## src/hw/rtl/bsd_pkg.sv

```systemverilog
// Package for the Brusselator stencil derivative block.
// Holds the number format, payload and queue types, state codes and the
// saturating fixed-point helpers. Depends on nothing.
`default_nettype none

package bsd_pkg;

    localparam int DATA_WIDTH = 32;
    localparam int FRAC_BITS  = 20;
    localparam int ADDR_W     = 4;
    localparam int Q_DEPTH    = 4;
    localparam int Q_AW       = $clog2(Q_DEPTH);

    typedef logic signed [DATA_WIDTH-1:0]   t_word;
    typedef logic signed [2*DATA_WIDTH-1:0] t_prod;

    localparam t_word FX_ONE = {{(DATA_WIDTH-FRAC_BITS-1){1'b0}}, 1'b1, {FRAC_BITS{1'b0}}};
    localparam t_word FX_MAX = {1'b0, {(DATA_WIDTH-1){1'b1}}};
    localparam t_word FX_MIN = {1'b1, {(DATA_WIDTH-1){1'b0}}};

    localparam t_word CFG_FEED_RST  = FX_ONE;
    localparam t_word CFG_REACT_RST = t_word'(3 * (longint'(1) << FRAC_BITS));
    localparam t_word CFG_DIFF_RST  = t_word'((2 * (longint'(1) << FRAC_BITS) + 50) / 100);

    typedef enum logic [1:0] {
        REG_FEED,
        REG_REACT,
        REG_DIFF
    } t_reg_idx;

    typedef struct packed {
        t_word u_value;
        t_word v_value;
        logic  last_node;
    } t_in_item;

    typedef struct packed {
        t_word du_value;
        t_word dv_value;
        logic  is_boundary;
        logic  last_result;
    } t_out_item;

    typedef struct packed {
        t_word feed_rate;
        t_word reaction_rate;
        t_word diffusion_gain;
    } t_coeffs;

    typedef enum logic [1:0] {
        TK_NONE,
        TK_BOUND,
        TK_INTERIOR
    } t_kind;

    typedef struct packed {
        t_kind kind;
        logic  last;
        t_word u_left;
        t_word u_mid;
        t_word u_right;
        t_word v_left;
        t_word v_mid;
        t_word v_right;
    } t_task;

    typedef struct packed {
        logic full;
        logic empty;
    } t_qstat;

    typedef enum logic [3:0] {
        BS_IDLE,
        BS_C1,
        BS_C2,
        BS_C3,
        BS_C4,
        BS_C5,
        BS_C6,
        BS_C7,
        BS_C8,
        BS_C9,
        BS_PUT,
        BS_LAST
    } t_bstate;

    function automatic t_word fx_add(input t_word a, input t_word b);
        logic [DATA_WIDTH:0] s;
        t_word r;
        s = {a[DATA_WIDTH-1], a} + {b[DATA_WIDTH-1], b};
        if (s[DATA_WIDTH] != s[DATA_WIDTH-1]) begin
            r = s[DATA_WIDTH] ? FX_MIN : FX_MAX;
        end else begin
            r = s[DATA_WIDTH-1:0];
        end
        return r;
    endfunction

    function automatic t_word fx_sub(input t_word a, input t_word b);
        logic [DATA_WIDTH:0] s;
        t_word r;
        s = {a[DATA_WIDTH-1], a} - {b[DATA_WIDTH-1], b};
        if (s[DATA_WIDTH] != s[DATA_WIDTH-1]) begin
            r = s[DATA_WIDTH] ? FX_MIN : FX_MAX;
        end else begin
            r = s[DATA_WIDTH-1:0];
        end
        return r;
    endfunction

    // Floor-rounded rescale of an exact product, then saturation.
    function automatic t_word fx_scale(input t_prod p);
        t_prod q;
        logic [DATA_WIDTH:0] hi;
        t_word r;
        q  = p >>> FRAC_BITS;
        hi = q[2*DATA_WIDTH-1:DATA_WIDTH-1];
        if ((&hi) || !(|hi)) begin
            r = q[DATA_WIDTH-1:0];
        end else if (q[2*DATA_WIDTH-1]) begin
            r = FX_MIN;
        end else begin
            r = FX_MAX;
        end
        return r;
    endfunction

endpackage

`default_nettype wire

```

## src/hw/rtl/bsd_queue.sv

```systemverilog
// Short task queue between the front and back ends.
// Depends on bsd_pkg.
`default_nettype none

module bsd_queue
    import bsd_pkg::*;
(
    input  wire logic  i_clk,
    input  wire logic  i_rst_n,
    input  wire logic  i_push,
    input  wire t_task i_push_data,
    input  wire logic  i_pop,
    output t_task      o_head,
    output t_qstat     o_stat
);

    t_task           r_mem [Q_DEPTH];
    logic [Q_AW-1:0] r_wr;
    logic [Q_AW-1:0] r_rd;
    logic [Q_AW:0]   r_count;
    logic [Q_AW-1:0] n_wr;
    logic [Q_AW-1:0] n_rd;
    logic [Q_AW:0]   n_count;

    assign o_head       = r_mem[r_rd];
    assign o_stat.full  = (r_count == (Q_AW+1)'(Q_DEPTH));
    assign o_stat.empty = (r_count == '0);

    always_comb begin
        n_wr    = r_wr;
        n_rd    = r_rd;
        n_count = r_count;
        if (i_push) begin
            n_wr = (r_wr == Q_AW'(Q_DEPTH - 1)) ? '0 : r_wr + Q_AW'(1);
        end
        if (i_pop) begin
            n_rd = (r_rd == Q_AW'(Q_DEPTH - 1)) ? '0 : r_rd + Q_AW'(1);
        end
        if (i_push && !i_pop) begin
            n_count = r_count + (Q_AW+1)'(1);
        end else if (!i_push && i_pop) begin
            n_count = r_count - (Q_AW+1)'(1);
        end
    end

    always_ff @(posedge i_clk) begin
        if (!i_rst_n) begin
            r_wr    <= '0;
            r_rd    <= '0;
            r_count <= '0;
        end else begin
            r_wr    <= n_wr;
            r_rd    <= n_rd;
            r_count <= n_count;
        end
    end

    always_ff @(posedge i_clk) begin
        if (i_push) begin
            r_mem[r_wr] <= i_push_data;
        end
    end

endmodule

`default_nettype wire

```

## config.mk

```make
export PLATFORM = sky130hd
export DESIGN_NAME = bsd_queue
export DESIGN_NICKNAME = d
export VERILOG_FILES = /design/src/hw/rtl/bsd_pkg.sv /design/src/hw/rtl/bsd_queue.sv
export SDC_FILE = /design/constraint.sdc
export NUM_CORES = 1
export LEC_CHECK = 0
export BUFFER_PORTS_ARGS = -buffer_cell sky130_fd_sc_hd__clkbuf_2
export CORE_MARGIN = 1
export CORE_UTILIZATION = 51
export DETAILED_ROUTE_END_ITERATION = 8
export PLACE_DENSITY = 0.87
export RECOVER_POWER = 100
export SYNTH_ARGS = -nofsm -noshare
export SYNTH_HDL_FRONTEND = slang
export SYNTH_SLANG_ARGS = --single-unit
export TNS_END_PERCENT = 30
```

## constraint.sdc

```tcl
create_clock -name i_clk -period 5.07 [get_ports i_clk]
set_input_delay 0.2535 -clock i_clk [delete_from_list [all_inputs] [get_ports i_clk]]
set_output_delay 0.2535 -clock i_clk [all_outputs]
set_load 0.03 [all_outputs]
```

* Word-level counts from Yosys, hierarchy flattened
Memory sizes are Yosys's and may differ from the RTL's. A register that Yosys moved wholly into a read port is not among the register bits. Cells that the tools add are included.
Storage, ports and cells: input bits 199, bits in writable memories 780, bits in registers 7, logic and storage cells 25, memories kept 1
Memories:
- r_mem | words 4, width 195, rd ports 1, clocked after Yosys merged registers in 1, wr ports 1, line bsd_queue.sv:17 | t_task r_mem [Q_DEPTH];
Cells by class: eq/ne operators 3, reduce and logical (&&, ||, !) cells 6, add/sub/neg operators 4, mux-type cells 8
Operator list (number):
- 2-bit 2-to-1 mux | 4
- 3-bit 2-to-1 mux | 2
- 2-bit by 1-bit adder with 2-bit output, second input constant | 2
- 2-bit == test, second input constant | 2
- 3-bit by 1-bit adder with 3-bit output, second input constant | 1
- 3-bit == test, second input constant | 1
- 3-bit logical NOT | 1
- 3-bit by 1-bit subtractor with 3-bit output, second input constant | 1
- 1-bit logical AND | 2
- 1-bit logical NOT | 2
- 1-bit 2-to-1 mux | 2
- 2-bit nonzero test | 1

* Depth between registers and ports, before layout
depth after elaboration 4, gate-level depth with buffers 7

* Worst setup path after synthesis
No wires, ideal clock.
kind reg-to-reg, start register r_wr[0], end memory r_mem[0][0] (netlist bit), enable pin, data arrival time 4979 ps, setup slack -488 ps, stages on the path, launching flop included 4, period minus slack after synthesis 5558 ps, path buffers 0, path through dfxtp_1 > inv_1 > ha_1 > and2_1
RTL lines:
- start, declared | line bsd_queue.sv:18 | logic [Q_AW-1:0] r_wr;
- start signal, assigned | line bsd_queue.sv:52 | r_wr <= n_wr;
- end, declared | line bsd_queue.sv:17
No word-level cell before the write port.

* Final worst setup path
start register r_wr[0], end memory r_mem[2][156] (netlist bit), enable pin
No word-level cell before the write port.

==> metrics.txt <==
highest metal used=met5; Hold Crit Class=in -> reg; Final Hold Viols=0; RSZ-0062 raised after global routing=no; Worst setup SP type=register; Avg WL per Cell=26.2 um; met2 wire len=34600 um; Mapped Cells=1063; GPL Wtd Cong=0.742; delay-heaviest family, CP=simple AND/OR/NAND/NOR gates; Worst VDD drop=0.447 mV; CP cell instances=inv_1 > ha_1 > and2_1 > buf_12; Post-CTS Resized=0; Synth top area share=0.819; Rel. slew slack=-1.25; initial antenna violation count=4; register area=23600 um2; clk_skew=0.0189 ns; grt ovf=0; leading area contributor after synthesis=edfxtp_1; largest net degree at the start of global routing=94; DR DRC count=0; Cell Rows=86; syn_nets=around 1300; asr flop ratio synth=0; multi-input logic area=around 4700 um2; top post-synthesis cells by area=edfxtp_1, mux4_2, buf_6; P per Cell Area=419 nW/um2; CP arrival=between 4 and 5 ns; Crit path buffers/inverters=2; leakage power=0.0111 uW; initial core utilization=0.518; top-count cell post-synth=edfxtp_1; fin crit share=0.789; CTS Sinks=789; vias in the first global route=15169; worst slew pin tran=3.37 ns; Die Area=57000 um2; Syn Std Cell Area=28600 um2; CP max-delay cell=and2_1; status=finished, violations left; CP endpoint kind=register; setup TNS=0 ns; dpl cells=~2200; # fillers=3643; GR Util All Layers=0.232; failing checks=capacitance limit, slew limit; Root Driver=clkbuf_16; CP required=5.31 ns; CTS max path bufs=3; Synth cell types=21; H-tree depth=3; TritonCTS clock tree=done; layout cells sized above 1=0.192; Met1 Wirelength=around 24000 um; Max Slew Vio Count=185; Die W=239 um; Critical Path Fanout Max=74; final net count=1916; most frequent cells after synthesis=edfxtp_1, mux4_2, buf_2; I/O Pins=396; Tmin final=4.00 ns; max-cap viol count=4; starting DRC count in detailed routing=1141; Antenna Nets Post-Route=0; number of synthesized flops with an enable pin=just under 800; ys flop type=edfxtp_1; first-pass detailed-route iteration total=5; wire length of the first global-routing pass=95600 um; Crit Path Class=reg -> reg; syn_area_per_cell=26.9 um2; Area Growth Syn to Fin=24.0%; share of the yosys chip area belonging to registers=0.825; DRT Wirelength=65900 um; #FFs+latches synth=789; Final HPWL DP=33900 um; Finished Layout Cells=2518; vias per inst=around 5.7; Die Y=239 um; IO Port Bufs=395; Crit path largest cell delay=2.44 ns; via count=14239; core area=55200 um2; met3 WL=5440 um; Fmax achieved=about 250 MHz; synth warn=0; Worst-path clk slew=0.06 ns; final setup vio count=0; CTS Buf Count=78; worst skew pair latency=0.61 ns
worst paths after layout:
check	start	end	slack, ns	depth (start not counted)
worst min-delay path	i_push	r_wr[0]$_SDFFE_PN0P_	0.06	3
worst max-delay path	r_wr[0]$_SDFFE_PN0P_	r_mem[2][156]$_DFFE_PP_	1.07	4
worst max register to register	r_wr[0]$_SDFFE_PN0P_	r_mem[2][156]$_DFFE_PP_	1.07	4
worst min register to register	r_count[2]$_SDFFE_PN0P_	r_count[2]$_SDFFE_PN0P_	0.54	2
per-layer routing:
metal	up-vias	GRT usage
li1	5925	-
met1	7350	0.286
met2	821	0.402
met3	137	0.0612
met4	6	0.0699
met5	-	0
sequential cells by signal, summed over array words and instances (netlist names), named ones only:
signal	count
r_wr	2
r_count	3
r_mem	780
r_rd	2
power breakdown:
| part | internal (uW) | leakage [uW] | total [uW] | switching, uW |
|---|---|---|---|---|
| combinational | 556 | 0.00268 | 1610 | 1050 |
| sequential | 7490 | 0.00724 | 7600 | 112 |
| clock | 3250 | 0.00121 | 5660 | 2410 |
metrics by stage:
stage	hold WS (ns)	util	worst slack, ns	total power [uW]	instance area (um2)
after floorplan	0.352	-	-0.483	8720	28600
after global placement	0.466	0.570	2.44	9170	31500
after detailed placement	0.472	0.570	2.40	9230	31500
after CTS	0.0194	0.651	1.73	14900	36000
after global routing	0.0442	0.643	0.808	15300	35500
final	0.0631	0.643	1.07	14900	35500
cell usage in the layout (no fill, tap or decap), types with 6 or more instances in the layout:
cell and instances:
edfxtp_1 780, buf_12 12, dlygate4sd3_1 198, ha_1 6
clkinv_1 14, clkbuf_1 395, bufinv_16 7, mux4_2 195
dfxtp_1 7, clkbuf_2 24, clkbuf_16 79, clkinv_2 8
cell type report:
cell class / instances / share of cell area
tap: 748 / 0.0264
timing repair buffer: 611 / 0.106
antenna: 1 / 0.0000705
inverter: 4 / 0.000423
multi-input combinational: 226 / 0.131
clock buffer: 101 / 0.0581
clock inverter: 38 / 0.0119
sequential: 789 / 0.666
cell families (layout without fill, tap and decap cells):
family / after synthesis / count (layout) / share of synthesized area
simple gates: 15 / 15 / 0.00315
fa+ha+maj: 7 / 7 / 0.00332
flops: 789 / 789 / 0.825
compound gates: 3 / 3 / 0.000700
other cells: 0 / 1 / 0
buf+inv: 48 / 754 / 0.0119
mux: 199 / 199 / 0.155
xor+xnor: 2 / 2 / 0.000613
worst min-delay path: stages:
cell      delay, ns
clkbuf_2       0.18
mux2i_1        0.10
nor2b_1        0.10
timing repair:
item,in CTS,in global routing
endpoints found under the hold margin,789,0
hold buffers,198,0
endpoints found under the setup margin,0,0
buffers inserted,0,0
No activity file was read; power rests on OpenSTA's default activity.
