File: config.mk
export PLATFORM = sky130hd
export DESIGN_NAME = bsd_back
export DESIGN_NICKNAME = d
export VERILOG_FILES = /design/src/hw/rtl/bsd_pkg.sv /design/src/hw/rtl/bsd_back.sv
export SDC_FILE = /design/constraint.sdc
export NUM_CORES = 2
export LEC_CHECK = 0
export ABC_AREA = 1
export BUFFER_PORTS_ARGS = -buffer_cell sky130_fd_sc_hd__buf_2
export CAP_MARGIN = 20
export CELL_PAD_IN_SITES_DETAIL_PLACEMENT = 0
export CELL_PAD_IN_SITES_GLOBAL_PLACEMENT = 1
export CORE_MARGIN = 4
export CORE_UTILIZATION = 49
export DETAILED_ROUTE_END_ITERATION = 10
export PLACE_DENSITY = 0.86
export REMOVE_ABC_BUFFERS = 1
export SLEW_MARGIN = 20
export SYNTH_ARGS = -nofsm -noshare
export SYNTH_HDL_FRONTEND = slang
export SYNTH_SLANG_ARGS = --single-unit
File: constraint.sdc
create_clock -name i_clk -period 17.1 [get_ports i_clk]
set_input_delay 3.42 -clock i_clk [delete_from_list [all_inputs] [get_ports i_clk]]
set_output_delay 3.42 -clock i_clk [all_outputs]
set_load 0.02 [all_outputs]
File: src/hw/rtl/bsd_pkg.sv
// Package for the Brusselator stencil derivative block.
// Holds the number format, payload and queue types, state codes and the
// saturating fixed-point helpers. Depends on nothing.
`default_nettype none

package bsd_pkg;

    localparam int DATA_WIDTH = 32;
    localparam int FRAC_BITS  = 20;
    localparam int ADDR_W     = 4;
    localparam int Q_DEPTH    = 4;
    localparam int Q_AW       = $clog2(Q_DEPTH);

    typedef logic signed [DATA_WIDTH-1:0]   t_word;
    typedef logic signed [2*DATA_WIDTH-1:0] t_prod;

    localparam t_word FX_ONE = {{(DATA_WIDTH-FRAC_BITS-1){1'b0}}, 1'b1, {FRAC_BITS{1'b0}}};
    localparam t_word FX_MAX = {1'b0, {(DATA_WIDTH-1){1'b1}}};
    localparam t_word FX_MIN = {1'b1, {(DATA_WIDTH-1){1'b0}}};

    localparam t_word CFG_FEED_RST  = FX_ONE;
    localparam t_word CFG_REACT_RST = t_word'(3 * (longint'(1) << FRAC_BITS));
    localparam t_word CFG_DIFF_RST  = t_word'((2 * (longint'(1) << FRAC_BITS) + 50) / 100);

    typedef enum logic [1:0] {
        REG_FEED,
        REG_REACT,
        REG_DIFF
    } t_reg_idx;

    typedef struct packed {
        t_word u_value;
        t_word v_value;
        logic  last_node;
    } t_in_item;

    typedef struct packed {
        t_word du_value;
        t_word dv_value;
        logic  is_boundary;
        logic  last_result;
    } t_out_item;

    typedef struct packed {
        t_word feed_rate;
        t_word reaction_rate;
        t_word diffusion_gain;
    } t_coeffs;

    typedef enum logic [1:0] {
        TK_NONE,
        TK_BOUND,
        TK_INTERIOR
    } t_kind;

    typedef struct packed {
        t_kind kind;
        logic  last;
        t_word u_left;
        t_word u_mid;
        t_word u_right;
        t_word v_left;
        t_word v_mid;
        t_word v_right;
    } t_task;

    typedef struct packed {
        logic full;
        logic empty;
    } t_qstat;

    typedef enum logic [3:0] {
        BS_IDLE,
        BS_C1,
        BS_C2,
        BS_C3,
        BS_C4,
        BS_C5,
        BS_C6,
        BS_C7,
        BS_C8,
        BS_C9,
        BS_PUT,
        BS_LAST
    } t_bstate;

    function automatic t_word fx_add(input t_word a, input t_word b);
        logic [DATA_WIDTH:0] s;
        t_word r;
        s = {a[DATA_WIDTH-1], a} + {b[DATA_WIDTH-1], b};
        if (s[DATA_WIDTH] != s[DATA_WIDTH-1]) begin
            r = s[DATA_WIDTH] ? FX_MIN : FX_MAX;
        end else begin
            r = s[DATA_WIDTH-1:0];
        end
        return r;
    endfunction

    function automatic t_word fx_sub(input t_word a, input t_word b);
        logic [DATA_WIDTH:0] s;
        t_word r;
        s = {a[DATA_WIDTH-1], a} - {b[DATA_WIDTH-1], b};
        if (s[DATA_WIDTH] != s[DATA_WIDTH-1]) begin
            r = s[DATA_WIDTH] ? FX_MIN : FX_MAX;
        end else begin
            r = s[DATA_WIDTH-1:0];
        end
        return r;
    endfunction

    // Floor-rounded rescale of an exact product, then saturation.
    function automatic t_word fx_scale(input t_prod p);
        t_prod q;
        logic [DATA_WIDTH:0] hi;
        t_word r;
        q  = p >>> FRAC_BITS;
        hi = q[2*DATA_WIDTH-1:DATA_WIDTH-1];
        if ((&hi) || !(|hi)) begin
            r = q[DATA_WIDTH-1:0];
        end else if (q[2*DATA_WIDTH-1]) begin
            r = FX_MIN;
        end else begin
            r = FX_MAX;
        end
        return r;
    endfunction

endpackage

`default_nettype wire

File: src/hw/rtl/bsd_back.sv
// Back end: evaluates each task on one shared multiplier and saturating
// adders, then drives the output register. Depends on bsd_pkg.
`default_nettype none

module bsd_back
    import bsd_pkg::*;
(
    input  wire logic    i_clk,
    input  wire logic    i_rst_n,
    input  wire t_coeffs i_coef,
    input  wire t_qstat  i_qstat,
    input  wire t_task   i_head,
    output logic         o_pop,
    output logic         o_out_valid,
    input  wire logic    i_out_ready,
    output t_out_item    o_out_data
);

    t_bstate   r_state;
    t_bstate   n_state;
    t_task     r_task;
    logic      r_out_valid;
    t_out_item r_out;
    logic      w_free;
    logic      w_load;
    t_out_item w_out;
    t_word     w_mul_a;
    t_word     w_mul_b;
    t_prod     w_prod;

    t_prod r_prod;
    t_word r_m;
    t_word r_bp1;
    t_word r_su;
    t_word r_tu;
    t_word r_sv;
    t_word r_tv;
    t_word r_uu;
    t_word r_t;
    t_word r_bu;
    t_word r_uuv;
    t_word r_lu;
    t_word r_du;
    t_word r_dv;

    assign w_free      = !r_out_valid || i_out_ready;
    assign o_out_valid = r_out_valid;
    assign o_out_data  = r_out;

    always_comb begin
        n_state = r_state;
        case (r_state)
            BS_IDLE: begin
                if (!i_qstat.empty) begin
                    case (i_head.kind)
                        TK_INTERIOR: n_state = BS_C1;
                        TK_BOUND:    n_state = BS_PUT;
                        default:     n_state = BS_LAST;
                    endcase
                end
            end
            BS_C1: n_state = BS_C2;
            BS_C2: n_state = BS_C3;
            BS_C3: n_state = BS_C4;
            BS_C4: n_state = BS_C5;
            BS_C5: n_state = BS_C6;
            BS_C6: n_state = BS_C7;
            BS_C7: n_state = BS_C8;
            BS_C8: n_state = BS_C9;
            BS_C9: n_state = BS_PUT;
            BS_PUT: begin
                if (w_free) begin
                    n_state = r_task.last ? BS_LAST : BS_IDLE;
                end
            end
            BS_LAST: begin
                if (w_free) begin
                    n_state = BS_IDLE;
                end
            end
            default: n_state = BS_IDLE;
        endcase
    end

    always_comb begin
        o_pop   = 1'b0;
        w_load  = 1'b0;
        w_out   = '{du_value: '0, dv_value: '0, is_boundary: 1'b1, last_result: 1'b0};
        w_mul_a = '0;
        w_mul_b = '0;
        case (r_state)
            BS_IDLE: o_pop = !i_qstat.empty;
            BS_C1: begin
                w_mul_a = r_task.u_mid;
                w_mul_b = r_task.u_mid;
            end
            BS_C2: begin
                w_mul_a = r_bp1;
                w_mul_b = r_task.u_mid;
            end
            BS_C3: begin
                w_mul_a = i_coef.reaction_rate;
                w_mul_b = r_task.u_mid;
            end
            BS_C4: begin
                w_mul_a = r_uu;
                w_mul_b = r_task.v_mid;
            end
            BS_C5: begin
                w_mul_a = i_coef.diffusion_gain;
                w_mul_b = r_su;
            end
            BS_C6: begin
                w_mul_a = i_coef.diffusion_gain;
                w_mul_b = r_sv;
            end
            BS_PUT: begin
                w_load = w_free;
                if (r_task.kind == TK_INTERIOR) begin
                    w_out.du_value    = r_du;
                    w_out.dv_value    = r_dv;
                    w_out.is_boundary = 1'b0;
                end
            end
            BS_LAST: begin
                w_load            = w_free;
                w_out.last_result = 1'b1;
            end
            default: begin
                w_load = 1'b0;
            end
        endcase
    end

    assign w_prod = w_mul_a * w_mul_b;

    always_ff @(posedge i_clk) begin
        if (!i_rst_n) begin
            r_state     <= BS_IDLE;
            r_out_valid <= 1'b0;
        end else begin
            r_state <= n_state;
            if (w_load) begin
                r_out_valid <= 1'b1;
            end else if (i_out_ready) begin
                r_out_valid <= 1'b0;
            end
        end
    end

    always_ff @(posedge i_clk) begin
        r_prod <= w_prod;
        r_m    <= fx_scale(r_prod);
        if (o_pop) begin
            r_task <= i_head;
        end
        if (w_load) begin
            r_out <= w_out;
        end
        case (r_state)
            BS_C1: begin
                r_bp1 <= fx_add(i_coef.reaction_rate, FX_ONE);
                r_su  <= fx_add(r_task.u_left, r_task.u_right);
                r_tu  <= fx_add(r_task.u_mid, r_task.u_mid);
                r_sv  <= fx_add(r_task.v_left, r_task.v_right);
                r_tv  <= fx_add(r_task.v_mid, r_task.v_mid);
            end
            BS_C2: begin
                r_su <= fx_sub(r_su, r_tu);
                r_sv <= fx_sub(r_sv, r_tv);
            end
            BS_C3: r_uu  <= r_m;
            BS_C4: r_t   <= r_m;
            BS_C5: r_bu  <= r_m;
            BS_C6: r_uuv <= r_m;
            BS_C7: begin
                r_du <= fx_add(i_coef.feed_rate, r_uuv);
                r_dv <= fx_sub(r_bu, r_uuv);
                r_lu <= r_m;
            end
            BS_C8: begin
                r_du <= fx_sub(r_du, r_t);
                r_dv <= fx_add(r_dv, r_m);
            end
            BS_C9: r_du <= fx_add(r_du, r_lu);
            default: begin
                r_lu <= r_lu;
            end
        endcase
    end

endmodule

`default_nettype wire

======== Yosys cells after proc, flatten, opt, wreduce, memory -nomap -nowiden ========
Cells that the tools add are included.
operators by class
  muxes and demuxes ....................... 44
  shift operators ......................... 0
  reduce and logical (&&, ||, !) cells .... 17
  eq/ne operators ......................... 29
  add/sub/neg operators ................... 12
  $lt $le $gt $ge ......................... 0
  div/mod/pow operators ................... 0
  multiply operators ...................... 1
  bitwise operators ....................... 0
operators with widths
  cell                                                  number
  two-way mux 32 bit                                    26
  adder 32 x 32 -> 33 bit                               7
  one-hot mux 32 bit (2 select lines)                   3
  one-hot mux 32 bit (5 select lines)                   1
  subtractor 32 x 32 -> 33 bit                          4
  one-hot mux 32 bit (4 select lines)                   1
  one-hot mux 32 bit (3 select lines)                   1
  multiplier 32 x 32 -> 64 bit                          1
  one-hot mux 4 bit (12 select lines)                   1
  adder 32 x 22 -> 33 bit (second input constant)       1
  equality test 4 x 3 -> 1 bit (second input constant)  4
  equality test 4 bit (second input constant)           4
  two-way mux 4 bit                                     4
  AND reduction 13 bit                                  1
  OR reduction 13 bit                                   1
  inequality test 1 bit                                 12
  equality test 4 x 2 -> 1 bit (second input constant)  2
  one-hot mux 4 bit (2 select lines)                    1
  two-way mux 1 bit                                     6
  inequality test 2 bit (second input constant)         3
  nonzero test 2 bit                                    3
  equality test 2 bit (second input constant)           2
  equality test 4 x 1 -> 1 bit (second input constant)  1
  zero test 4 bit                                       1
  other kinds (8)                                       12
word-level totals
  bits in latches ......................... 0
  bits in read-only memories .............. 0
  output and inout port bits .............. 68
  memories kept ........................... 0
  register bits after elaboration ......... 746
  bits in writable memories ............... 0

======== Depth between registers and ports, before layout ========
  word-level depth ........................ 4
  depth in mapped cells ................... 43

======== Worst setup path before layout ========
OpenSTA, ideal clock, no wires.
  kind .................................... input -> output
  from .................................... input port i_qstat[0] (netlist name)
  to ...................................... output port o_pop
  slack ................................... 1.998 ns
  path buffers ............................ 0
  data arrival time ....................... 11.682 ns
  stages .................................. 1
  cells stage by stage .................... nor2_1
on the way
  longest elaborated chain between the ends .. 2
ends and longest elaborated chain
  what               RTL line        text
  start, declared    bsd_back.sv:11  input wire t_qstat i_qstat,
  zero test 1 bit    bsd_back.sv:92  BS_IDLE: o_pop = !i_qstat.empty;
  two-way mux 1 bit  bsd_back.sv:91  case (r_state)
  end, declared      bsd_back.sv:13  output logic o_pop,
Every way passes these cells.

======== Worst setup path in the final report ========
  from .................................... input port i_coef[63] (netlist name)
  to ...................................... register r_prod[61]
on the way
  longest elaborated chain between the ends .. 2
ends and longest elaborated chain
  what                                 RTL line         text
  start, declared                      bsd_back.sv:10   input wire t_coeffs i_coef,
  one-hot mux 32 bit (5 select lines)  bsd_back.sv:91
  multiplier 32 x 32 -> 64 bit         bsd_back.sv:135  assign w_prod = w_mul_a * w_mul_b;
  named net w_prod[61]                 bsd_back.sv:29   t_prod w_prod;
  end signal, assigned                 bsd_back.sv:152  r_prod <= w_prod;
  end, declared                        bsd_back.sv:31   t_prod r_prod;
The timed path passes the listed nets, and every way through them passes these cells.
A chain may end at the register's enable or synchronous reset.

==> tab_implementation.tex <==
\begin{tabular}{lr}
\hline
Metric & Value \\
\hline
\multicolumn{2}{l}{\textbf{Worst hold path}} \\
Min-Delay Path Depth & 2 \\
Hold wc startpoint & r\_prod[25] \\
Endpoint with the worst hold slack & r\_m[5] \\
Path class of the lowest-slack min-delay path & reg -> reg \\
\multicolumn{2}{l}{\textbf{Placement}} \\
Area after DPL & 0.08666 mm\^{}2 \\
Routability cong. & between 0.9 and 1 \\
Port buffer count & 362 \\
Estimated wirelength of the detail-placed design & around 240000 um \\
\multicolumn{2}{l}{\textbf{Logic synthesis}} \\
Post-synth EDFFs & 645 \\
Gate count after technology mapping & 9943 \\
Yosys cell types & 57 \\
Proportion of register bits with asynchronous set or reset after synthesis & 0\% \\
Synth Flop Type & sky130\_fd\_sc\_hd\_\_edfxtp\_1 \\
Number of warnings issued by yosys & 0 \\
Number of flip-flops and latches in the synthesized netlist & approximately 730 \\
Post-synth design cell area & 0.08223 mm\^{}2 \\
Sequential area share after synthesis & 25.53\% \\
Post-Syn Area per Cell & 8.270 um\^{}2 \\
\multicolumn{2}{l}{\textbf{Global routing}} \\
Total overflow reported by the global router & 0 \\
First-pass GRT wire length & 448000 um \\
Pin count of the biggest net entering global routing & a little under 200 \\
Antenna violations before repair & 26 \\
Via count of the first global-routing pass & 71290 \\
Total track usage & 34.86\% \\
\multicolumn{2}{l}{\textbf{Floorplanning}} \\
Overall die height & 417.7 um \\
Starting utilization of the core area & 49.23\% \\
Top Ports & 364 \\
Core area & 0.1670 mm\^{}2 \\
Die width & roughly 420 um \\
Die footprint & 0.1744 mm\^{}2 \\
Count of standard-cell rows & 150 \\
\multicolumn{2}{l}{\textbf{Clock network}} \\
Max Buffers Root-to-Sink & 3 \\
Clk Tree Root Cell & sky130\_fd\_sc\_hd\_\_clkbuf\_16 \\
Post-CTS Repair Setup Buffers & 0 \\
Total clock buffers created by CTS & 87 \\
Number of instances resized during post-cts repair & 0 \\
Cts hold-fix bufs & 0 \\
Maximum level of the CTS H-tree & 3 \\
Worst-skew pair later-pin latency & 0.74 ns \\
Number of sinks on the clock net & 726 \\
Post-CTS clock slew at the launch and capture registers of the worst setup and hold paths & 0.07 ns \\
Clock tree from TritonCTS & done \\
\multicolumn{2}{l}{\textbf{Route}} \\
Drt first-iter violations & 6841 \\
TritonRoute pass-1 iters & 9 \\
Total Routed Length & 304000 um \\
Via density per instance & 5.603 \\
Number of DRC violations after detailed routing & 0 \\
Total via count after detailed routing & between 70000 and 80000 \\
Antenna Violating Nets Remaining & 0 \\
Wire length per cell after detailed routing & 24.25 um \\
\multicolumn{2}{l}{\textbf{Setup path}} \\
Library cell appearing most often on the critical path & sky130\_fd\_sc\_hd\_\_fa\_1 \\
Count of cells along the worst register-to-register path & 30 \\
End of the worst register-to-register path & r\_prod[61] \\
Arrival time reported for the critical path endpoint & 12.38 ns \\
FF-to-FF setup slack & 6.26 ns \\
Cell family contributing the most delay on the critical path & adder cells \\
CP Max Fanout & 21 \\
Startpoint-to-endpoint class of the critical path & in -> reg \\
Critical Path RT & between 15 and 20 ns \\
Startpoint Class & primary input \\
Crit path buffers/inverters & 8 \\
R2r startpoint & r\_state[0] \\
Critical Path Max Stage Delay & 1.01 ns \\
Slowest CP cell & sky130\_fd\_sc\_hd\_\_fa\_1 \\
Crit path capture type & flop \\
\multicolumn{2}{l}{\textbf{STA}} \\
Number of hold violations in the final report & 0 \\
Setup\_tns & 0 ns \\
Crit share post-route & 68.71\% \\
Final setup violation count & 0 \\
Tightest Pin Transition & 1.272 ns \\
Post-layout minimum cycle time & 11.75 ns \\
Fin Hold WS & 0.4171 ns \\
Peak Freq & 85.12 MHz \\
Setup skew after layout & 0.03500 ns \\
Setup repair after global routing missed its margin & false \\
Max-slew headroom & 14.58\% \\
Number of pins exceeding their max-slew limit in the final report & 0 \\
\multicolumn{2}{l}{\textbf{Finish}} \\
Area taken by multi-input logic gates & 0.05290 mm\^{}2 \\
Register cell area after layout & about 0.021 mm\^{}2 \\
Commonest non-fill, non-tap cells in the layout & 2492 x sky130\_fd\_sc\_hd\_\_nand2\_1, 1888 x sky130\_fd\_sc\_hd\_\_inv\_1, 1090 x sky130\_fd\_sc\_hd\_\_fa\_1 \\
Area added between synthesis and finish & 9.108\% \\
Post-layout util & between 50 and 60\% \\
Post-layout instance area & 0.08972 mm\^{}2 \\
Commonest non-fill, non-tap cell in the layout & sky130\_fd\_sc\_hd\_\_nand2\_1 \\
Fin nets & 12090 \\
Fillers & 15980 \\
Share of final-layout standard cells stronger than drive strength 1 & around 7.3\% \\
\multicolumn{2}{l}{\textbf{Run status}} \\
Run status & complete, no violations \\
\multicolumn{2}{l}{\textbf{Flow run}} \\
Max-cap viol count & 0 \\
\hline
\end{tabular}
-- synth_stat cells (68+ instances only) --
master                     count  area (um^2)
sky130_fd_sc_hd__nand2_1    2497         9373
sky130_fd_sc_hd__inv_1      1890         7094
sky130_fd_sc_hd__fa_1       1090        21820
sky130_fd_sc_hd__nor2_1     1069         4013
sky130_fd_sc_hd__edfxtp_1    645        19370
sky130_fd_sc_hd__ha_1        473         5918
sky130_fd_sc_hd__a21oi_1     406         2032
sky130_fd_sc_hd__o21ai_0     346         1732
sky130_fd_sc_hd__nand3_1     277         1386
sky130_fd_sc_hd__xor2_1      209         1831
sky130_fd_sc_hd__clkbuf_1    137        514.2
sky130_fd_sc_hd__buf_2       133        665.6
sky130_fd_sc_hd__dfxtp_1      81         1622
sky130_fd_sc_hd__nor3_1       69        345.3
sky130_fd_sc_hd__xnor2_1      68        595.6
-- worst max path at each step --
| stage | startpoint | cells past startpoint | slack, ns | end |
|---|---|---|---|---|
| 4_1_cts | i_coef[63] | 28 | 5.43 | r_prod[61] |
| 2_1_floorplan | i_qstat[0] | 1 | 2.00 | o_pop |
| 6_report | i_coef[63] | 28 | 5.35 | r_prod[61] |
| 3_5_place_dp | i_coef[63] | 28 | 4.73 | r_prod[61] |
| 3_3_place_gp | i_coef[63] | 28 | 4.81 | r_prod[61] |
| 5_1_grt | i_coef[63] | 28 | 4.95 | r_prod[61] |
-- area by class of cell --
class / instances / share of cell area, %
diodes: 32 / 0.08925
clock buffers: 104 / 2.567
clock inverters: 55 / 0.6331
inverters: 1928 / 8.067
multi-input cells: 6991 / 58.96
flip-flops and latches: 726 / 23.39
well taps: 2204 / 3.074
repair buffers: 496 / 3.216
-- kinds of logic after synthesis --
kind of cell	count (synthesis)	synth area share [%]
simple gates	4098	20.07
buf+inv	2226	10.43
fa+ha+maj	1563	33.73
compound gates	1052	7.271
flops	726	25.53
xor+xnor	278	2.970
-- worst min-delay path, delay by kind of cell, from the launching register on --
kind | cells | cell delay (ns)
flops | 1 | 0.31
simple gates | 2 | 0.10
-- registers in the layout, indices dropped and copies added, names as in the netlist, 4 cells and up --
name	cells
r_tv	32
r_state	4
o_out_data	66
r_dv	32
r_lu	32
r_prod	44
r_task	195
r_du	32
r_uu	32
r_sv	32
r_tu	32
r_su	32
r_t	32
r_m	32
r_bp1	32
r_uuv	32
r_bu	32
-- through the flow --
step | setup slack, ns | instances
final | 5.351 | 12540
after floorplan | 1.998 | 9645
after global routing | 4.951 | 12510
after detailed placement | 4.730 | 12340
after CTS | 5.433 | 12500
after global placement | 4.810 | 12340
-- per-layer routing --
metal,global-route usage (%),up-vias,part of all wire (%)
met5,0.1111,-,0.029
met4,25.58,10,8.9
met3,7.556,943,9.5
met2,54.08,3651,44
met1,43.07,34170,37
li1,-,31470,-
Power is left out: the tool's default activity adds up to more than one toggle a clock period on the data nets, which glitch-free logic cannot reach.
