`src/hw/rtl/bsd_pkg.sv`:
```
// Package for the Brusselator stencil derivative block.
// Holds the number format, payload and queue types, state codes and the
// saturating fixed-point helpers. Depends on nothing.
`default_nettype none

package bsd_pkg;

    localparam int DATA_WIDTH = 32;
    localparam int FRAC_BITS  = 20;
    localparam int ADDR_W     = 4;
    localparam int Q_DEPTH    = 4;
    localparam int Q_AW       = $clog2(Q_DEPTH);

    typedef logic signed [DATA_WIDTH-1:0]   t_word;
    typedef logic signed [2*DATA_WIDTH-1:0] t_prod;

    localparam t_word FX_ONE = {{(DATA_WIDTH-FRAC_BITS-1){1'b0}}, 1'b1, {FRAC_BITS{1'b0}}};
    localparam t_word FX_MAX = {1'b0, {(DATA_WIDTH-1){1'b1}}};
    localparam t_word FX_MIN = {1'b1, {(DATA_WIDTH-1){1'b0}}};

    localparam t_word CFG_FEED_RST  = FX_ONE;
    localparam t_word CFG_REACT_RST = t_word'(3 * (longint'(1) << FRAC_BITS));
    localparam t_word CFG_DIFF_RST  = t_word'((2 * (longint'(1) << FRAC_BITS) + 50) / 100);

    typedef enum logic [1:0] {
        REG_FEED,
        REG_REACT,
        REG_DIFF
    } t_reg_idx;

    typedef struct packed {
        t_word u_value;
        t_word v_value;
        logic  last_node;
    } t_in_item;

    typedef struct packed {
        t_word du_value;
        t_word dv_value;
        logic  is_boundary;
        logic  last_result;
    } t_out_item;

    typedef struct packed {
        t_word feed_rate;
        t_word reaction_rate;
        t_word diffusion_gain;
    } t_coeffs;

    typedef enum logic [1:0] {
        TK_NONE,
        TK_BOUND,
        TK_INTERIOR
    } t_kind;

    typedef struct packed {
        t_kind kind;
        logic  last;
        t_word u_left;
        t_word u_mid;
        t_word u_right;
        t_word v_left;
        t_word v_mid;
        t_word v_right;
    } t_task;

    typedef struct packed {
        logic full;
        logic empty;
    } t_qstat;

    typedef enum logic [3:0] {
        BS_IDLE,
        BS_C1,
        BS_C2,
        BS_C3,
        BS_C4,
        BS_C5,
        BS_C6,
        BS_C7,
        BS_C8,
        BS_C9,
        BS_PUT,
        BS_LAST
    } t_bstate;

    function automatic t_word fx_add(input t_word a, input t_word b);
        logic [DATA_WIDTH:0] s;
        t_word r;
        s = {a[DATA_WIDTH-1], a} + {b[DATA_WIDTH-1], b};
        if (s[DATA_WIDTH] != s[DATA_WIDTH-1]) begin
            r = s[DATA_WIDTH] ? FX_MIN : FX_MAX;
        end else begin
            r = s[DATA_WIDTH-1:0];
        end
        return r;
    endfunction

    function automatic t_word fx_sub(input t_word a, input t_word b);
        logic [DATA_WIDTH:0] s;
        t_word r;
        s = {a[DATA_WIDTH-1], a} - {b[DATA_WIDTH-1], b};
        if (s[DATA_WIDTH] != s[DATA_WIDTH-1]) begin
            r = s[DATA_WIDTH] ? FX_MIN : FX_MAX;
        end else begin
            r = s[DATA_WIDTH-1:0];
        end
        return r;
    endfunction

    // Floor-rounded rescale of an exact product, then saturation.
    function automatic t_word fx_scale(input t_prod p);
        t_prod q;
        logic [DATA_WIDTH:0] hi;
        t_word r;
        q  = p >>> FRAC_BITS;
        hi = q[2*DATA_WIDTH-1:DATA_WIDTH-1];
        if ((&hi) || !(|hi)) begin
            r = q[DATA_WIDTH-1:0];
        end else if (q[2*DATA_WIDTH-1]) begin
            r = FX_MIN;
        end else begin
            r = FX_MAX;
        end
        return r;
    endfunction

endpackage

`default_nettype wire

```
`src/hw/rtl/bsd_front.sv`:
```
// Front end: accepts grid nodes, keeps the two-node window and turns each
// node into a task for the back end. Depends on bsd_pkg.
`default_nettype none

module bsd_front
    import bsd_pkg::*;
(
    input  wire logic     i_clk,
    input  wire logic     i_rst_n,
    input  wire logic     i_in_valid,
    output logic          o_in_ready,
    input  wire t_in_item i_in_data,
    input  wire t_qstat   i_qstat,
    output logic          o_push,
    output t_task         o_push_data
);

    logic [1:0] r_seen;
    logic [1:0] n_seen;
    t_word      r_u0;
    t_word      r_u1;
    t_word      r_v0;
    t_word      r_v1;
    logic       w_accept;

    assign o_in_ready = !i_qstat.full;
    assign w_accept   = i_in_valid && o_in_ready;

    always_comb begin
        o_push_data.last    = i_in_data.last_node;
        o_push_data.u_left  = r_u1;
        o_push_data.u_mid   = r_u0;
        o_push_data.u_right = i_in_data.u_value;
        o_push_data.v_left  = r_v1;
        o_push_data.v_mid   = r_v0;
        o_push_data.v_right = i_in_data.v_value;
        if (r_seen == 2'd2) begin
            o_push_data.kind = TK_INTERIOR;
        end else if (r_seen == 2'd1) begin
            o_push_data.kind = TK_BOUND;
        end else begin
            o_push_data.kind = TK_NONE;
        end
    end

    assign o_push = w_accept && ((r_seen != 2'd0) || i_in_data.last_node);

    always_comb begin
        n_seen = r_seen;
        if (w_accept) begin
            if (i_in_data.last_node) begin
                n_seen = 2'd0;
            end else if (r_seen != 2'd2) begin
                n_seen = r_seen + 2'd1;
            end
        end
    end

    always_ff @(posedge i_clk) begin
        if (!i_rst_n) begin
            r_seen <= 2'd0;
        end else begin
            r_seen <= n_seen;
        end
    end

    always_ff @(posedge i_clk) begin
        if (!i_rst_n) begin
            r_u1 <= '0;
            r_v1 <= '0;
            r_u0 <= '0;
            r_v0 <= '0;
        end else if (w_accept) begin
            r_u1 <= r_u0;
            r_v1 <= r_v0;
            r_u0 <= i_in_data.u_value;
            r_v0 <= i_in_data.v_value;
        end
    end

endmodule

`default_nettype wire

```
`config.mk`:
```
export PLATFORM = sky130hd
export DESIGN_NAME = bsd_front
export DESIGN_NICKNAME = d
export VERILOG_FILES = /design/src/hw/rtl/bsd_pkg.sv /design/src/hw/rtl/bsd_front.sv
export SDC_FILE = /design/constraint.sdc
export NUM_CORES = 1
export LEC_CHECK = 0
export BUFFER_PORTS_ARGS = -buffer_cell sky130_fd_sc_hd__buf_2
export CAP_MARGIN = 20
export CORE_MARGIN = 2
export CORE_UTILIZATION = 40
export CTS_CLUSTER_SIZE = 30
export DETAILED_ROUTE_END_ITERATION = 10
export PLACE_DENSITY = 0.68
export SLEW_MARGIN = 40
export SYNTH_ARGS = -nofsm -noshare
export SYNTH_HDL_FRONTEND = slang
export SYNTH_SLANG_ARGS = --single-unit
```
`constraint.sdc`:
```
create_clock -name i_clk -period 2.17 [get_ports i_clk]
set_clock_uncertainty 0.2 [all_clocks]
set_input_delay 0.3255 -clock i_clk [delete_from_list [all_inputs] [get_ports i_clk]]
set_output_delay 0.3255 -clock i_clk [all_outputs]
set_load 0.03 [all_outputs]
```
* After elaboration in Yosys (flattened, before gate mapping) *
Index checks and enable logic that the tools add are counted.

word-level totals
  register bits after elaboration = 130
  input bits = 70
  output and inout bits = 197
  logic and storage cells = 20

operators by class
  $add $sub $neg = 1
  equal/unequal tests = 3
  muxes and demuxes = 4
  reduce and logical (&&, ||, !) cells = 7

operators by type and width
  operator                                                                count
  2-bit two-way mux                                                       3
  2-bit nonzero test                                                      2
  2-bit by 1-bit adder with 2-bit output (second input constant)          1
  2-bit by 1-bit equality test with 1-bit output (second input constant)  1
  2-bit equality test (second input constant)                             1
  1-bit logical AND                                                       2
  2-bit != test (second input constant)                                   1
  2-bit AND reduction                                                     1
  1-bit zero test                                                         1
  1-bit logical OR                                                        1
  1-bit two-way mux                                                       1

* Depth between registers and ports, before layout *
Gate-level depths: netlist (run 1).

  word-level depth = 3
  mapped depth = 6

* Worst setup path before layout (run 1) *
OpenSTA, ideal clock, no wires.

  path kind = input to output
  start = input i_qstat[1] in the netlist's numbering
  end = output o_push
  arrival = 1315 ps
  required time = 1645 ps
  path slack = 329 ps
  stages = 5
  path buffers = 3
  cell sequence = nand2b_4 > buf_6 > buf_6 > buf_6 > a21oi_1

between the ends
  longest elaborated chain between the ends = 3

ends and longest elaborated chain
  what                RTL line         RTL
  start: declaration  bsd_front.sv:13  input wire t_qstat i_qstat,
  1-bit zero test     bsd_front.sv:26  assign o_in_ready = !i_qstat.full;
  1-bit logical AND   bsd_front.sv:27  assign w_accept = i_in_valid && o_in_ready;
  1-bit logical AND   bsd_front.sv:46  assign o_push = w_accept && ((r_seen != 2'd0) || i_in_data.last_node);
  end: declaration    bsd_front.sv:14  output logic o_push,

No other way between the ends.

* Worst setup path in the final report (run 1) *
  start = register r_seen[0]
  end = output o_push

between the ends
  longest elaborated chain between the ends = 3

ends and longest elaborated chain
  what                      RTL line         RTL
  start: declaration        bsd_front.sv:18  logic [1:0] r_seen;
  start signal: assignment  bsd_front.sv:63  r_seen <= n_seen;
  2-bit nonzero test        bsd_front.sv:46
  1-bit logical OR          bsd_front.sv:46
  1-bit logical AND         bsd_front.sv:46

No other way between the ends.

==> results of run 1 <==
[layer usage]
layer,routed length [µm],up-vias,track usage [%]
met4,282,0,8.07
met5,0,-,0
met3,1160,21,6.60
met1,5810,2184,21.2
met2,6350,204,30.4
li1,-,2467,-
[cells in the final DEF (no fill, tap or decap), types with 3 or more instances in the layout]
master,n
sky130_fd_sc_hd__buf_2,265
sky130_fd_sc_hd__a21boi_1,90
sky130_fd_sc_hd__inv_1,4
sky130_fd_sc_hd__clkbuf_16,17
sky130_fd_sc_hd__a21boi_0,38
sky130_fd_sc_hd__buf_4,3
sky130_fd_sc_hd__dlygate4sd3_1,64
sky130_fd_sc_hd__dfxtp_1,130
sky130_fd_sc_hd__clkbuf_8,5
sky130_fd_sc_hd__buf_12,5
sky130_fd_sc_hd__nand2_1,260
sky130_fd_sc_hd__ha_1,3
sky130_fd_sc_hd__bufinv_16,3
[flip-flops by register name (all words and copies together) (netlist names)]
name / count
r_seen: 2
r_v1: 32
r_u0: 32
r_u1: 32
r_v0: 32
[stage by stage]
step / power [W] / setup slack, ns
2_1_floorplan: 0.00317 / 0.329
3_3_place_gp: 0.00333 / 0.467
3_5_place_dp: 0.00333 / 0.450
4_1_cts: 0.00640 / 0.220
5_1_grt: 0.00658 / 0.129
6_report: 0.00633 / 0.259
[worst max-delay path by stage]
| stage | start | end | slack (ns) |
|---|---|---|---|
| 6_report | r_seen[0] | o_push | 0.26 |
| 5_1_grt | r_seen[0] | o_push | 0.13 |
| 4_1_cts | r_seen[0] | o_push | 0.22 |
| 3_5_place_dp | i_qstat[1] | r_v1[0] | 0.45 |
| 3_3_place_gp | i_qstat[1] | r_v1[0] | 0.47 |
| 2_1_floorplan | i_qstat[1] | o_push | 0.33 |
[logic make-up (layout without fill, tap and decap cells)]
logic type,after synthesis,count (layout)
DFF,130,130
AOI/OAI and AO/OA,132,132
adders and majority gates,3,3
and+or+nand+nor,263,263
buffers and inverters,112,373
[area by class of cell]
class | instances | area (µm²)
repair buffers | 337 | 2090
clock buffers | 24 | 502
multi-input cells | 398 | 2030
fillers | 1215 | 5660
inverters | 4 | 15.0
flip-flops and latches | 130 | 2600
clock inverters | 8 | 124
well taps | 176 | 220
[worst min-delay path, stage by stage]
cell and delay (ns):
sky130_fd_sc_hd__buf_2 0.10, sky130_fd_sc_hd__or3_1 0.12, sky130_fd_sc_hd__o22ai_1 0.08
[power groups by stage]
stage / combinational, W / sequential, W / clock, W
final: 0.000857 / 0.00251 / 0.00296
after global routing: 0.000917 / 0.00252 / 0.00315
after CTS: 0.000855 / 0.00251 / 0.00304
after detailed placement: 0.000767 / 0.00256 / 0
after global placement: 0.000765 / 0.00256 / 0
after floorplan: 0.000460 / 0.00270 / 0
==> impl_results.md, run 1 <==
* Result of the run: finished, final reports clean
* Global-route wire length before repair at 21.4 mm
* Smallest hold slack at 0.0676 ns
* Sum of overflow across all layers after global routing at 0
* Final GP Congestion at 0.702
* Fraction of post-synthesis cell area in the top cell type by area at 47.9%
* Biggest fanout along the worst timing path at 3
* Worst min path class: primary input to register
* Sinks on Clock Net at 130
* Kind of start point of the critical path: register
* Layout Nets at 961
* Most instantiated cells after synthesis: sky130_fd_sc_hd__nand2_1, sky130_fd_sc_hd__dfxtp_1, sky130_fd_sc_hd__a21boi_1
* Post-CTS Hold Fix Bufs at 64
* Master cell of the clock root buffer: sky130_fd_sc_hd__clkbuf_16
* Worst Path Buf+Inv at 2
* Ordered list of cells on the worst path: inv_1, ha_1, a21oi_1, buf_2
* CTS max path bufs at 2
* Cell taking the most area after synthesis: sky130_fd_sc_hd__dfxtp_1
* Number of global-route vias before repair at 4576
* Combinational cell fraction of total power at 13.5%
* Post-route cell area at 7580 µm²
* Synthesized area at 5430 µm²
* Instance count on the critical path at 4
* Cell with the largest stage delay on the worst path: sky130_fd_sc_hd__dfxtp_1
* Critical path's largest stage delay at 0.35 ns
* Post-Synth Adder-Cell Area at 0.691%
* Fraction of layout instances using a drive strength above 1 at 34.0%
* Post-route insts no fill at 1077
* Number of enable flip-flop cells after synthesis at 0
* Total number of vias at 4876
* Synthesized flop and latch total at 130
* Compound-gate portion of the synthesized area at 18.2%
* Switching power summed over all nets at 0.00159 W
* Fin crit share at 88.1%
* Reg-to-reg startpoint: r_seen[0]
* Number of distinct library cell variants in the gate-level netlist after synthesis at 17
* Ys flop type: sky130_fd_sc_hd__dfxtp_1
* Final Hold Violating Endpoints at 0
* Cells on worst reg2reg path at 4
* Count of buffers added by post-CTS timing repair for setup at 0
* Number of levels in the clock H-tree at 4
* Post-detailed-placement half-perimeter wirelength at 8.40 mm
* Unrepaired setup endpoints after global routing: no
* Critical register-to-register path endpoint: r_seen[0]
* Drt first-iter violations at 305
* Post-synthesis mux area share at 0%
* Cell area after placement at 6320 µm²
* Arrival time of data at the critical path endpoint at 1.39 ns
* ANT nets after route at 0
* Hold Crit Endpoint: r_seen[1]
* Total placed cells including tap cells at 981
* Max-Cap Viols at 0
* Maximum number of pins on one net before global-route repair at 133
* Leakage component of the power at 3.49 nW
* Number of nets produced by synthesis at 713
* Total of cells resized after clock tree synthesis at 0
* Internal cell power at 0.00474 W
* Family with the most delay on the worst path: flip-flops
* Ratio of routed vias to standard cells at 4.53
* Sw Ratio at 25.2%
* Inserted Clock Buffers at 17
* Clock Latency Late Sink at 0.41 ns
* Gate count of the mapped netlist at 640
* Antenna diode count at 0
* Share of synthesized area occupied by flip-flops and latches at 47.9%
* Share of the synthesized netlist area taken by xor and xnor gates at 0%
* Post-route DRC at 0
* Post-synthesis share of cell area spent on and, or, nand and nor gates at 18.5%
* Die Y-Extent at 121 µm
* Startpoint of the lowest-slack hold path: i_in_data[0]
* Combinational family with the most area after synthesis: simple AND/OR/NAND/NOR gates
* Most used standard cell by instance count after synthesis: sky130_fd_sc_hd__nand2_1
* Clock transition at the registers of the reported paths at 0.05 ns
* Category of the most critical setup path: register to output pin
* Boundary pin count at 267
* Fin util at 57.3%
* Element type at the critical path end: output pin
* Maximum vdd ir drop at 0.400 mV
* Initial standard-cell utilization of the core at 41.0%
* Timing-limited maximum frequency at 0.523 GHz
* Slack of the worst reg-to-reg path at 0.69 ns
* Antenna violations before repair at 0
* Worst hold path depth at 3
* Final period demand of the worst path at 1.91 ns
* PortBufs at 265
* CTS tree: done
* Slew headroom at 67.0%
* Asr flop ratio synth at 0%
* Synthesis warning total at 0
* Worst Path Required at 1.64 ns
* Number of placement rows at 42
* Wirelength, routed at 13.6 mm
* Setup violations, final at 0
* Final-layout setup total negative slack at 0 ns
* Horiz. Die Dim at 121 µm
* Part of the total power dissipated in the clock network at 46.8%
* Detailed Routing Iterations Pass 1 at 5
* Relative contribution of sequential cells to total power at 39.7%
* Core area at 13200 µm²
* Average detailed-routed wire length per instance at 12.6 µm
* Syn Area/Cell at 8.49 µm²
* Worst Tran Pin Value at 0.495 ns
* Power per standard cell area at 835 nW/µm²
* Number of max-slew violations in the final report at 0
* Area of the die at 14500 µm²
* Total GRT Usage at 18.3%
* Synth-to-layout area growth at 39.6%
* Cells taking the most area after synthesis: sky130_fd_sc_hd__dfxtp_1, sky130_fd_sc_hd__nand2_1, sky130_fd_sc_hd__a21boi_1, sky130_fd_sc_hd__buf_4, sky130_fd_sc_hd__a21boi_0
(Power assumes the default switching activity.)
==> inputs of run 2 (changes only) <==
PLACE_DENSITY = 0.77   (was 0.68)
==> run 2 against run 1 <==
Core utilization is 0.17 points lower. Final cell count shrank 0.37%. Wire length grew 4.4%. Sequential share of layout area increased by 0.10 points. Via count rose by 1.4%. Sequential power is essentially flat. Combinational power about the same. Hold slack worse by 0.046 ns. Clock-buffer cell count down 5. Cell area down 0.30%. Non-clock buffer count decreased by 4. Maximum frequency shrank 2.1%. Critical endpoint unchanged. Highest routed layer unchanged.
==> impl_results.md, run 2 (synthesis gave the netlist of run 1 again) <==
* Result of the run: finished, final reports clean
* Count of buffers added by post-CTS timing repair for setup at 0
* Global-route wire length before repair at 22.7 mm
* Wirelength, routed at 14.2 mm
* Drt first-iter violations at 233
* Leading cell types in the layout, fill and taps excluded: sky130_fd_sc_hd__buf_2, sky130_fd_sc_hd__nand2_1, sky130_fd_sc_hd__dfxtp_1
* Arrival time of data at the critical path endpoint at 1.43 ns
* Master cell of the clock root buffer: sky130_fd_sc_hd__clkbuf_16
* Clock Latency Late Sink at 0.40 ns
* Die Y-Extent at 121 µm
* Sw Ratio at 25.6%
* Timing-limited maximum frequency at 0.513 GHz
* PortBufs at 265
* Switching power summed over all nets at 0.00163 W
* Initial standard-cell utilization of the core at 41.0%
* Internal cell power at 0.00476 W
* Average detailed-routed wire length per instance at 13.2 µm
* Inserted Clock Buffers at 17
* Detailed Routing Iterations Pass 1 at 7
* Area of the die at 14500 µm²
* Leakage component of the power at 3.48 nW
* Maximum vdd ir drop at 0.587 mV
* Post-detailed-placement half-perimeter wirelength at 8.88 mm
* Boundary pin count at 267
* Most common library cell in the layout ignoring fill and taps: sky130_fd_sc_hd__buf_2
* Unrepaired setup endpoints after global routing: no
* Final GP Congestion at 0.747
* Power per standard cell area at 845 nW/µm²
* CTS tree: done
* Final-layout setup total negative slack at 0 ns
* Number of placement rows at 42
* Sinks on Clock Net at 130
* CTS max path bufs at 2
* Horiz. Die Dim at 121 µm
* Core area at 13200 µm²
* Number of levels in the clock H-tree at 4
* Number of global-route vias before repair at 4663
* Relative contribution of sequential cells to total power at 39.3%
* Number of max-slew violations in the final report at 0
* Setup violations, final at 0
* Total number of vias at 4945
* Total design power at 0.00639 W
* ANT nets after route at 0
* Worst hold path depth at 3
* Clock transition at the registers of the reported paths at 0.06 ns
* Cells on worst reg2reg path at 4
* Final Hold Violating Endpoints at 0
* Layout Nets at 957
* Reg-to-reg startpoint: r_seen[0]
* Final period demand of the worst path at 1.95 ns
* Fin crit share at 89.9%
* Ratio of routed vias to standard cells at 4.61
* Max-Cap Viols at 0
* Worst Path Required at 1.64 ns
* Fraction of layout instances using a drive strength above 1 at 34.1%
* Maximum number of pins on one net before global-route repair at 133
* Worst min path class: primary input to register
* Antenna violations before repair at 0
* Element type at the critical path end: output pin
* Biggest fanout along the worst timing path at 3
* Kind of start point of the critical path: register
* Sum of overflow across all layers after global routing at 0
* Slew headroom at 69.7%
* Synth-to-layout area growth at 39.2%
* Part of the total power dissipated in the clock network at 47.2%
* Startpoint of the lowest-slack hold path: i_in_data[51]
* Worst Tran Pin Value at 0.455 ns
* Combinational cell fraction of total power at 13.4%
* Worst setup path startpoint: r_seen[0]
* Total of cells resized after clock tree synthesis at 0
* Antenna diode count at 0
* Total GRT Usage at 19.5%
* Post-route DRC at 0
* Category of the most critical setup path: register to output pin
==> run 2: cell types whose count changed in the layout (fill, tap and decap cells not counted) <==
cell / previous run / this run
sky130_fd_sc_hd__buf_2: 265 / 264
sky130_fd_sc_hd__buf_4: 3 / 2
sky130_fd_sc_hd__bufinv_16: 3 / 4
sky130_fd_sc_hd__clkbuf_1: 2 / 0
sky130_fd_sc_hd__clkbuf_8: 5 / 2
sky130_fd_sc_hd__clkinv_2: 2 / 4
sky130_fd_sc_hd__clkinv_4: 1 / 3
sky130_fd_sc_hd__clkinvlp_4: 2 / 1
sky130_fd_sc_hd__dlygate4sd3_1: 64 / 62
sky130_fd_sc_hd__inv_6: 0 / 1
==> run 2: stage by stage <==
| step | utilization [%] | setup slack [ns] | std cells | hold WS (ns) | area (µm²) |
|---|---|---|---|---|---|
| final | 57.1 | 0.219 | 1073 | 0.0213 | 7560 |
| after global routing | 57.1 | 0.132 | 1073 | 0.0469 | 7560 |
| after CTS | 57.1 | 0.186 | 1073 | 0.00337 | 7560 |
| after detailed placement | 47.6 | 0.543 | 979 | 0.242 | 6300 |
| after global placement | 47.6 | 0.553 | 979 | 0.239 | 6300 |
| after floorplan | - | 0.329 | 640 | 0.260 | 5430 |
==> run 2: layout make-up <==
type                            count  area, µm²
Multi-Input combinational cell    398       2030
Tap cell                          176        220
Timing Repair Buffer              333       2060
Fill cell                        1187       5680
Clock buffer                       19        453
Clock inverter                     13        183
Sequential cell                   130       2600
Inverter                            4       15.0
==> run 2: layer usage <==
metal | track usage [%] | vias to the layer above | wire, µm
met2 | 34.3 | 197 | 7170
met1 | 21.8 | 2272 | 5800
met5 | 0 | - | 0
met3 | 6.65 | 10 | 1080
met4 | 6.90 | 0 | 160
li1 | - | 2466 | -
==> run 2: repair_timing <==
item                                    4_1_cts  5_1_grt
endpoints found under the hold margin        62        0
hold buffers                                 62        0
endpoints found under the setup margin        0        0
==> run 2: worst paths after layout <==
check	end	slack, ns
worst max-delay path	o_push	0.22
worst min-delay path	r_u0[18]	0.02
worst max register to register	r_seen[0]	0.68
worst min register to register	r_u1[2]	0.25
==> run 2: critical path, cell delays in order, from the launching register on <==
cell,delay [ns]
sky130_fd_sc_hd__dfxtp_1,0.36
sky130_fd_sc_hd__inv_1,0.08
sky130_fd_sc_hd__ha_1,0.20
sky130_fd_sc_hd__a21oi_1,0.16
sky130_fd_sc_hd__buf_2,0.23
==> run 2: power groups by stage <==
stage	sequential (W)	combinational, W	clock [W]
floorplan	0.00270	0.000460	0
CTS	0.00251	0.000853	0.00309
global route	0.00252	0.000917	0.00320
detailed placement	0.00256	0.000768	0
finish	0.00251	0.000858	0.00302
global placement	0.00256	0.000764	0
